[src/sv/nec_ird_pkg.sv]
// types, constants and the window compare for the nec infrared frame decoder
// no dependencies; imported by nec_ir_frame_decoder_top and its bench
`default_nettype none

package nec_ird_pkg;

   localparam int TIME_W = 15;
   localparam int IDX_W = 6;
   localparam int HALF_BITS = 16;
   localparam int CSR_ADDR_W = 5;
   localparam int CSR_DATA_W = 32;

   localparam logic [IDX_W-1:0] FRAME_SYMBOLS = IDX_W'(34);
   localparam logic [IDX_W-1:0] COMMAND_FIRST = IDX_W'(17);
   localparam logic [IDX_W-1:0] LAST_PAYLOAD = IDX_W'(2 * HALF_BITS);

   localparam logic [TIME_W-1:0] MARGIN_RESET = TIME_W'(200);
   localparam logic [TIME_W-1:0] LEADER_MARK_RESET = TIME_W'(9000);
   localparam logic [TIME_W-1:0] LEADER_SPACE_RESET = TIME_W'(4500);
   localparam logic [TIME_W-1:0] ONE_MARK_RESET = TIME_W'(560);
   localparam logic [TIME_W-1:0] ONE_SPACE_RESET = TIME_W'(1690);
   localparam logic [TIME_W-1:0] ZERO_MARK_RESET = TIME_W'(560);
   localparam logic [TIME_W-1:0] ZERO_SPACE_RESET = TIME_W'(560);

   typedef enum logic [1:0] {
      STATUS_OK          = 2'd0,
      STATUS_SHORT       = 2'd1,
      STATUS_BAD_LEADER  = 2'd2,
      STATUS_BAD_PAYLOAD = 2'd3
   } status_type;

   typedef enum logic [2:0] {
      CSR_MATCH_MARGIN = 3'd0,
      CSR_LEADER_MARK  = 3'd1,
      CSR_LEADER_SPACE = 3'd2,
      CSR_ONE_MARK     = 3'd3,
      CSR_ONE_SPACE    = 3'd4,
      CSR_ZERO_MARK    = 3'd5,
      CSR_ZERO_SPACE   = 3'd6
   } csr_index_type;

   // duration within target +/- margin; a margin above the target never matches
   function automatic logic in_window(input logic [TIME_W-1:0] dur,
                                      input logic [TIME_W-1:0] target,
                                      input logic [TIME_W-1:0] margin);
      logic [TIME_W:0] upper;
      logic [TIME_W-1:0] lower;
      upper = {1'b0, target} + {1'b0, margin};
      lower = target - margin;
      return (margin <= target) && (dur >= lower) && ({1'b0, dur} <= upper);
   endfunction

endpackage

`default_nettype wire

[src/sv/nec_ir_frame_decoder_top.sv]
// nec infrared frame decoder: symbol input register, decode logic, result register
// depends on nec_ird_pkg for constants, status codes and the window compare
`default_nettype none

// Takes one pulse symbol (mark time, space time, last-symbol flag) per cycle.
// Symbol 0 is checked against the leader windows, symbols 1 to 16 give the
// address and 17 to 32 the command, least significant bit first; later
// symbols are counted up to 34 and otherwise ignored. A symbol with
// frame_end set produces one result (status, address, command) and clears
// the frame; address and command read zero unless the status is ok. The
// block sustains one symbol per clock unless stalled; a symbol goes through
// the input register into the result register, held until taken, and the
// input stalls only while that register is full and stalled. Timing windows
// are set through the csr port and should be written only while the block is idle.
module nec_ir_frame_decoder_top
   import nec_ird_pkg::*;
(
   input  wire                     clock,
   input  wire                     reset,
   // symbol input
   input  wire                     req_valid,
   output logic                    req_stall,
   input  wire  [TIME_W-1:0]       req_mark_time,
   input  wire  [TIME_W-1:0]       req_space_time,
   input  wire                     req_frame_end,
   // frame result
   output logic                    rsp_valid,
   input  wire                     rsp_stall,
   output logic [1:0]              rsp_status,
   output logic [15:0]             rsp_address,
   output logic [15:0]             rsp_command,
   // configuration
   input  wire                     csr_psel,
   input  wire                     csr_penable,
   input  wire                     csr_pwrite,
   input  wire  [CSR_ADDR_W-1:0]   csr_paddr,
   input  wire  [CSR_DATA_W-1:0]   csr_pwdata,
   output logic [CSR_DATA_W-1:0]   csr_prdata,
   output logic                    csr_pready
);

   // configuration registers
   logic [TIME_W-1:0] margin_ff, leader_mark_ff, leader_space_ff;
   logic [TIME_W-1:0] one_mark_ff, one_space_ff, zero_mark_ff, zero_space_ff;
   logic              csr_write;
   csr_index_type     csr_index;

   // input register
   logic              s1_valid_ff, s1_valid_in;
   logic [TIME_W-1:0] s1_mark_ff, s1_space_ff;
   logic              s1_end_ff;

   // frame state
   logic [IDX_W-1:0]  sym_idx_ff, sym_idx_in;
   logic              leader_fail_ff, leader_fail_in;
   logic              payload_fail_ff, payload_fail_in;
   logic [15:0]       addr_shift_ff, addr_shift_in;
   logic [15:0]       cmd_shift_ff, cmd_shift_in;

   // result register
   logic              rsp_valid_ff, rsp_valid_in;
   status_type        rsp_status_ff, rsp_status_in;
   logic [15:0]       rsp_address_ff, rsp_address_in;
   logic [15:0]       rsp_command_ff, rsp_command_in;

   logic              req_accept, out_free, s1_fire;
   logic              one_hit, zero_hit, leader_hit, bit_val;
   logic [3:0]        addr_pos, cmd_pos;
   logic [IDX_W-1:0]  idx_next;
   logic              leader_fail_next, payload_fail_next;
   logic [15:0]       addr_next, cmd_next;
   status_type        status_next;

   // ---------------- configuration port ----------------
   assign csr_pready = 1'b1;
   assign csr_write = csr_psel && csr_penable && csr_pwrite && csr_pready;
   assign csr_index = csr_index_type'(csr_paddr[4:2]);

   always_ff @(posedge clock) begin
      if (reset) begin
         margin_ff       <= MARGIN_RESET;
         leader_mark_ff  <= LEADER_MARK_RESET;
         leader_space_ff <= LEADER_SPACE_RESET;
         one_mark_ff     <= ONE_MARK_RESET;
         one_space_ff    <= ONE_SPACE_RESET;
         zero_mark_ff    <= ZERO_MARK_RESET;
         zero_space_ff   <= ZERO_SPACE_RESET;
      end else if (csr_write) begin
         unique case (csr_index)
            CSR_MATCH_MARGIN: margin_ff       <= csr_pwdata[TIME_W-1:0];
            CSR_LEADER_MARK:  leader_mark_ff  <= csr_pwdata[TIME_W-1:0];
            CSR_LEADER_SPACE: leader_space_ff <= csr_pwdata[TIME_W-1:0];
            CSR_ONE_MARK:     one_mark_ff     <= csr_pwdata[TIME_W-1:0];
            CSR_ONE_SPACE:    one_space_ff    <= csr_pwdata[TIME_W-1:0];
            CSR_ZERO_MARK:    zero_mark_ff    <= csr_pwdata[TIME_W-1:0];
            CSR_ZERO_SPACE:   zero_space_ff   <= csr_pwdata[TIME_W-1:0];
            default: ;
         endcase
      end
   end

   always_comb begin
      csr_prdata = '0;
      unique case (csr_index)
         CSR_MATCH_MARGIN: csr_prdata = CSR_DATA_W'(margin_ff);
         CSR_LEADER_MARK:  csr_prdata = CSR_DATA_W'(leader_mark_ff);
         CSR_LEADER_SPACE: csr_prdata = CSR_DATA_W'(leader_space_ff);
         CSR_ONE_MARK:     csr_prdata = CSR_DATA_W'(one_mark_ff);
         CSR_ONE_SPACE:    csr_prdata = CSR_DATA_W'(one_space_ff);
         CSR_ZERO_MARK:    csr_prdata = CSR_DATA_W'(zero_mark_ff);
         CSR_ZERO_SPACE:   csr_prdata = CSR_DATA_W'(zero_space_ff);
         default:          csr_prdata = '0;
      endcase
   end

   // ---------------- handshake ----------------
   assign out_free   = !rsp_valid_ff || !rsp_stall;
   assign s1_fire    = s1_valid_ff && out_free;
   assign req_stall  = s1_valid_ff && !out_free;
   assign req_accept = req_valid && !req_stall;

   assign s1_valid_in = req_accept || (s1_valid_ff && !s1_fire);

   always_ff @(posedge clock) begin
      if (reset) begin
         s1_valid_ff <= 1'b0;
      end else begin
         s1_valid_ff <= s1_valid_in;
      end
   end

   always_ff @(posedge clock) begin
      if (req_accept) begin
         s1_mark_ff  <= req_mark_time;
         s1_space_ff <= req_space_time;
         s1_end_ff   <= req_frame_end;
      end
   end

   // ---------------- symbol decode ----------------
   always_comb begin
      leader_hit = in_window(s1_mark_ff, leader_mark_ff, margin_ff)
                && in_window(s1_space_ff, leader_space_ff, margin_ff);
      one_hit    = in_window(s1_mark_ff, one_mark_ff, margin_ff)
                && in_window(s1_space_ff, one_space_ff, margin_ff);
      zero_hit   = in_window(s1_mark_ff, zero_mark_ff, margin_ff)
                && in_window(s1_space_ff, zero_space_ff, margin_ff);
      bit_val    = one_hit;
      addr_pos   = 4'(sym_idx_ff - IDX_W'(1));
      cmd_pos    = 4'(sym_idx_ff - COMMAND_FIRST);

      leader_fail_next  = leader_fail_ff;
      payload_fail_next = payload_fail_ff;
      addr_next         = addr_shift_ff;
      cmd_next          = cmd_shift_ff;

      if (sym_idx_ff == '0) begin
         leader_fail_next = leader_fail_ff || !leader_hit;
      end else if (sym_idx_ff <= LAST_PAYLOAD) begin
         // one is tested first; neither window marks the payload bad
         payload_fail_next = payload_fail_ff || (!one_hit && !zero_hit);
         if (sym_idx_ff < COMMAND_FIRST) begin
            addr_next[addr_pos] = addr_shift_ff[addr_pos] | bit_val;
         end else begin
            cmd_next[cmd_pos] = cmd_shift_ff[cmd_pos] | bit_val;
         end
      end

      idx_next = (sym_idx_ff < FRAME_SYMBOLS) ? sym_idx_ff + IDX_W'(1) : sym_idx_ff;

      if (idx_next < FRAME_SYMBOLS) begin
         status_next = STATUS_SHORT;
      end else if (leader_fail_next) begin
         status_next = STATUS_BAD_LEADER;
      end else if (payload_fail_next) begin
         status_next = STATUS_BAD_PAYLOAD;
      end else begin
         status_next = STATUS_OK;
      end

      // frame state: advance on every item, clear on the last symbol
      sym_idx_in      = sym_idx_ff;
      leader_fail_in  = leader_fail_ff;
      payload_fail_in = payload_fail_ff;
      addr_shift_in   = addr_shift_ff;
      cmd_shift_in    = cmd_shift_ff;
      if (s1_fire) begin
         if (s1_end_ff) begin
            sym_idx_in      = '0;
            leader_fail_in  = 1'b0;
            payload_fail_in = 1'b0;
            addr_shift_in   = '0;
            cmd_shift_in    = '0;
         end else begin
            sym_idx_in      = idx_next;
            leader_fail_in  = leader_fail_next;
            payload_fail_in = payload_fail_next;
            addr_shift_in   = addr_next;
            cmd_shift_in    = cmd_next;
         end
      end

      // result register
      rsp_valid_in   = rsp_valid_ff && rsp_stall;
      rsp_status_in  = rsp_status_ff;
      rsp_address_in = rsp_address_ff;
      rsp_command_in = rsp_command_ff;
      if (s1_fire && s1_end_ff) begin
         rsp_valid_in   = 1'b1;
         rsp_status_in  = status_next;
         rsp_address_in = (status_next == STATUS_OK) ? addr_next : '0;
         rsp_command_in = (status_next == STATUS_OK) ? cmd_next : '0;
      end
   end

   always_ff @(posedge clock) begin
      if (reset) begin
         sym_idx_ff      <= '0;
         leader_fail_ff  <= 1'b0;
         payload_fail_ff <= 1'b0;
         addr_shift_ff   <= '0;
         cmd_shift_ff    <= '0;
         rsp_valid_ff    <= 1'b0;
      end else begin
         sym_idx_ff      <= sym_idx_in;
         leader_fail_ff  <= leader_fail_in;
         payload_fail_ff <= payload_fail_in;
         addr_shift_ff   <= addr_shift_in;
         cmd_shift_ff    <= cmd_shift_in;
         rsp_valid_ff    <= rsp_valid_in;
      end
   end

   always_ff @(posedge clock) begin
      rsp_status_ff  <= rsp_status_in;
      rsp_address_ff <= rsp_address_in;
      rsp_command_ff <= rsp_command_in;
   end

   assign rsp_valid   = rsp_valid_ff;
   assign rsp_status  = rsp_status_ff;
   assign rsp_address = rsp_address_ff;
   assign rsp_command = rsp_command_ff;

`ifndef SYNTH
   // symbol count saturates at a full frame
   a_idx_bound: assert property (@(posedge clock) disable iff (reset)
      sym_idx_ff <= FRAME_SYMBOLS)
      else $error("symbol count beyond a full frame");

   // a failed frame reports no address or command
   a_fail_zero: assert property (@(posedge clock) disable iff (reset)
      rsp_valid_ff && (rsp_status_ff != STATUS_OK) |->
         (rsp_address_ff == '0) && (rsp_command_ff == '0))
      else $error("nonzero fields on a failed frame");

   // the last symbol of a frame clears the frame state
   a_frame_clear: assert property (@(posedge clock) disable iff (reset)
      s1_fire && s1_end_ff |=> (sym_idx_ff == '0) && !leader_fail_ff
         && !payload_fail_ff && (addr_shift_ff == '0) && (cmd_shift_ff == '0))
      else $error("frame state not cleared after last symbol");

   // frame state only moves when a symbol is processed
   a_idx_hold: assert property (@(posedge clock) disable iff (reset)
      !s1_fire |=> $stable(sym_idx_ff))
      else $error("symbol count moved without a symbol");

   // an ok result needs a full frame count before clearing
   a_ok_full: assert property (@(posedge clock) disable iff (reset)
      s1_fire && s1_end_ff && (status_next == STATUS_OK) |-> idx_next == FRAME_SYMBOLS)
      else $error("ok status on a short frame");
`endif

endmodule

`default_nettype wire

[config.mk]
export PLATFORM = sky130hd
export DESIGN_NAME = nec_ir_frame_decoder_top
export DESIGN_NICKNAME = d
export VERILOG_FILES = /design/src/sv/nec_ird_pkg.sv /design/src/sv/nec_ir_frame_decoder_top.sv
export SDC_FILE = /design/constraint.sdc
export NUM_CORES = 1
export LEC_CHECK = 0
export ABC_AREA = 1
export BUFFER_PORTS_ARGS = -buffer_cell sky130_fd_sc_hd__buf_2
export CAP_MARGIN = 20
export CORE_ASPECT_RATIO = 1.4
export CORE_MARGIN = 4
export CORE_UTILIZATION = 46
export CTS_BUF_LIST = sky130_fd_sc_hd__clkbuf_8
export DETAILED_ROUTE_END_ITERATION = 12
export GPL_TIMING_DRIVEN = 0
export HOLD_SLACK_MARGIN = 0.05
export PLACE_DENSITY = 0.61
export SLEW_MARGIN = 20
export SYNTH_ARGS = -nofsm -noshare
export SYNTH_HDL_FRONTEND = slang
export SYNTH_SLANG_ARGS = --single-unit
export TNS_END_PERCENT = 5
[constraint.sdc]
create_clock -name clock -period 5 [get_ports clock]
set_input_delay 0.5 -clock clock [delete_from_list [all_inputs] [get_ports clock]]
set_output_delay 0.5 -clock clock [all_outputs]
set_load 0.05 [all_outputs]
==> reports/metrics.yaml <==
outcome:
  status: "completed"
layout:
  register_area_sq_um: 4950
  area_growth_pct: 14.8
  design_area_sq_um: 25100
  fillers: 4669
  multi_input_area_sq_um: 15300
  drive_gt1_share_pct: 13.3
  finalNetCount: 3751
clock_network:
  cts_buffers: 39
  cts.reportedPaths.clkPinSlew_ns: 0.06
  insertion_delay_ns: 0.61
  cts_root_buffer: "clkbuf_8"
  htree_num_levels: 2
  cts_max_path_buffers: 3
  cts_tree: "built"
  cts_sinks: 212
critical_path:
  cp-start-kind: "register"
  cp_max_fo: 10
  slowest_delay_ns: 0.43
  crit_type: "register to register"
  worstPathRequired_ns: 5.46
  crit_start: "margin_ff[5]$_SDFFE_PP0P_"
  cp-end-kind: "register"
  reg2reg_depth: 28
  worst_path_most_repeated_cell: "nand2_1"
  rr_startpoint: "margin_ff[5]$_SDFFE_PP0P_"
  cp.arrival_ns: 5.31
  crit_slowest_cell: "dfxtp_4"
power:
  p_leak_nw: 12.0
  p_total_mw: 4.83
  peakVddDrop_mv: 0.196
  power-per-cell-area_nw_per_um2: 193
die:
  rows: 94
  start_util_pct: 46.5
  die_w_um: 192
  die_h_um: 266
  pin_count: 144
  die_area_sq_um: 51000
  core-area_sq_um: 46900
route:
  finalWirelength_um: 88200
  dr.pass1.iters: 5
  drt.antenna.violating_nets: 0
  drtIter0Drc: 1496
  drc: 0
  post_drt_wl_per_cell_um: 22.3
  route.vias.total: 22100
  routed_via_density: 5.58
logic_synthesis:
  synth.top_cells.by_count: "nand2_1 (560), ha_1 (366), inv_1 (325)"
  synth_cells: 3058
  synthFlopType: "dfxtp_1"
  synth_seq_cells: 212
  synth_edf_count: 65
  yosysWarnings: 0
  synth_top_cell_area_share_pct: 21.0
  synth_top_area_cell: "ha_1"
  ys_async_sr_fraction_pct: 0
  synth_area_per_cell_sq_um: 7.14
  synthesis.area_sq_um: 21800
  yosys-top-cells-area: "ha_1 (21%), dfxtp_1 (13%), nand2_1 (9.6%)"
  synth_cell_type_count: 57
  synth.most_common_cell: "nand2_1"
  seq_area_frac_synth_pct: 22.4
sta:
  worst_pin_slew_ns: 1.18
  drv_slew: 0
  timing.fmax_ghz: 0.206
  setup_violations: 0
  fin_crit_sh_pct: 97.1
  maxSlewHeadroom_pct: 20.9
  finalCriticalPeriod_ns: 4.86
  hold_violations: 0
  fin_ws_ns: 0.145
  skew_ns: 0.0214
  setup-tns-final_ns: 0
  hold_ws_ns: 0.0770
flow_run:
  drv_cap: 0
placement:
  placed_area_sq_um: 23300
  place_ws_ns: -1.88
  port_buffers: 105
  dp_hpwl_um: 68400
  place.gp.congestion: 1.02
grt:
  antenna_found_initial: 4
  grt_pass1_vias: 21600
  track_usage_pct: 33.5
  grt_max_degree: 23
  grt_pass1_wl_um: 129000
  gr-total-overflow: 0
worst_hold_path:
  hold_class: "input port to register"
  hold_depth: 1
  min-delay-start: "req_mark_time[0]"
## metrics by stage
step / util [%] / instances
2_1_floorplan: - / 3074
3_3_place_gp: 49.4 / 3803
3_5_place_dp: 49.6 / 3805
4_1_cts: 52.8 / 3934
5_1_grt: 53.4 / 3953
6_report: 53.4 / 3955
## critical path: cells and delay by family, from the launching register on
| family | cells | cell delay (ns) |
|---|---|---|
| buffers and inverters | 4 | 0.85 |
| and+or+nand+nor | 15 | 1.59 |
| DFF | 1 | 0.43 |
| AOI/OAI and AO/OA | 6 | 1.11 |
| adders and majority gates | 2 | 0.63 |
| xor gates and xnor gates | 1 | 0.10 |
## sequential cells by signal, indices dropped and copies added (netlist names)
| name | count |
|---|---|
| leader_space_ff | 15 |
| leader_fail_ff | 1 |
| rsp_valid | 1 |
| s1_valid_ff | 1 |
| one_space_ff | 15 |
| zero_space_ff | 15 |
| addr_shift_ff | 16 |
| s1_mark_ff | 15 |
| margin_ff | 15 |
| s1_end_ff | 1 |
| rsp_command | 16 |
| rsp_address | 16 |
| one_mark_ff | 15 |
| rsp_status | 2 |
| zero_mark_ff | 15 |
| s1_space_ff | 15 |
| leader_mark_ff | 15 |
| sym_idx_ff | 6 |
| cmd_shift_ff | 16 |
| payload_fail_ff | 1 |
## final cells by class
cell class | instances | area share, %
diodes | 3 | 0.0300
multi-input cells | 2402 | 60.9
plain buffers | 122 | 2.68
repair buffers | 184 | 4.92
inverters | 337 | 5.26
clock inverters | 28 | 0.954
clock buffers | 43 | 2.36
flip-flops and latches | 212 | 19.7
well taps | 624 | 3.12
## worst paths after layout
| kind | slack [ns] | end |
|---|---|---|
| min reg2reg | 0.47 | cmd_shift_ff[1]$_SDFFE_PP0P_ |
| min | 0.08 | s1_mark_ff[0]$_DFFE_PP_ |
| max reg2reg | 0.14 | rsp_address[1]$_SDFFCE_PP0P_ |
| max | 0.14 | rsp_address[1]$_SDFFCE_PP0P_ |
## kinds of logic (layout without fill, tap and decap cells)
kind of cell               after synthesis  in the layout  share of synthesized area (%)
and+or+nand+nor                       1214           1214                           23.9
buffers and inverters                  460            714                           8.89
xor gates and xnor gates               158            158                           6.34
adders and majority gates              378            378                           22.1
other                                    2             21                         0.0344
AOI/OAI and AO/OA                      634            634                           16.3
DFF                                    212            212                           22.4
## metal layers
layer,share of wire [%],vias to the layer above,GRT usage [%]
met4,8.1,6,23.4
li1,-,10700,-
met2,49,813,57.9
met5,0.042,-,0
met3,5.8,279,4.93
met1,38,10200,37.6
## cell usage in the layout, fill, tap and decap left out, drive strengths merged, types with 5 or more instances in the layout
master,instances
nand2,565
ha,366
nor2,345
inv,336
a21oi,316
buf,233
o21ai,181
nand3,178
xor2,148
dfxtp,147
clkbuf,91
edfxtp,65
nand4,45
nor3,37
o21bai,26
dlygate4sd3,25
a221oi,22
a31oi,19
conb,18
or2,18
clkinvlp,15
a21o,14
nor4,14
fa,12
xnor2,10
clkinv,10
o21a,9
a22o,8
o31ai,8
a21boi,7
nand3b,6
o211ai,6
a22oi,5
## power by group
group / switching, mW / internal [mW] / total, mW
Clock: 0.844 / 1.01 / 1.85
Sequential: 0.0781 / 1.80 / 1.88
Combinational: 0.732 / 0.372 / 1.10
## repair_timing
| action | CTS | global route |
|---|---|---|
| pin swaps | 1 | 3 |
| buffers inserted | 33 | 19 |
| gates resized for setup | 65 | 42 |
| endpoints found under the hold margin | 25 | 0 |
| endpoints found under the setup margin | 68 | 65 |
| hold buffers | 25 | 0 |
No activity file was read; power rests on OpenSTA's default activity.
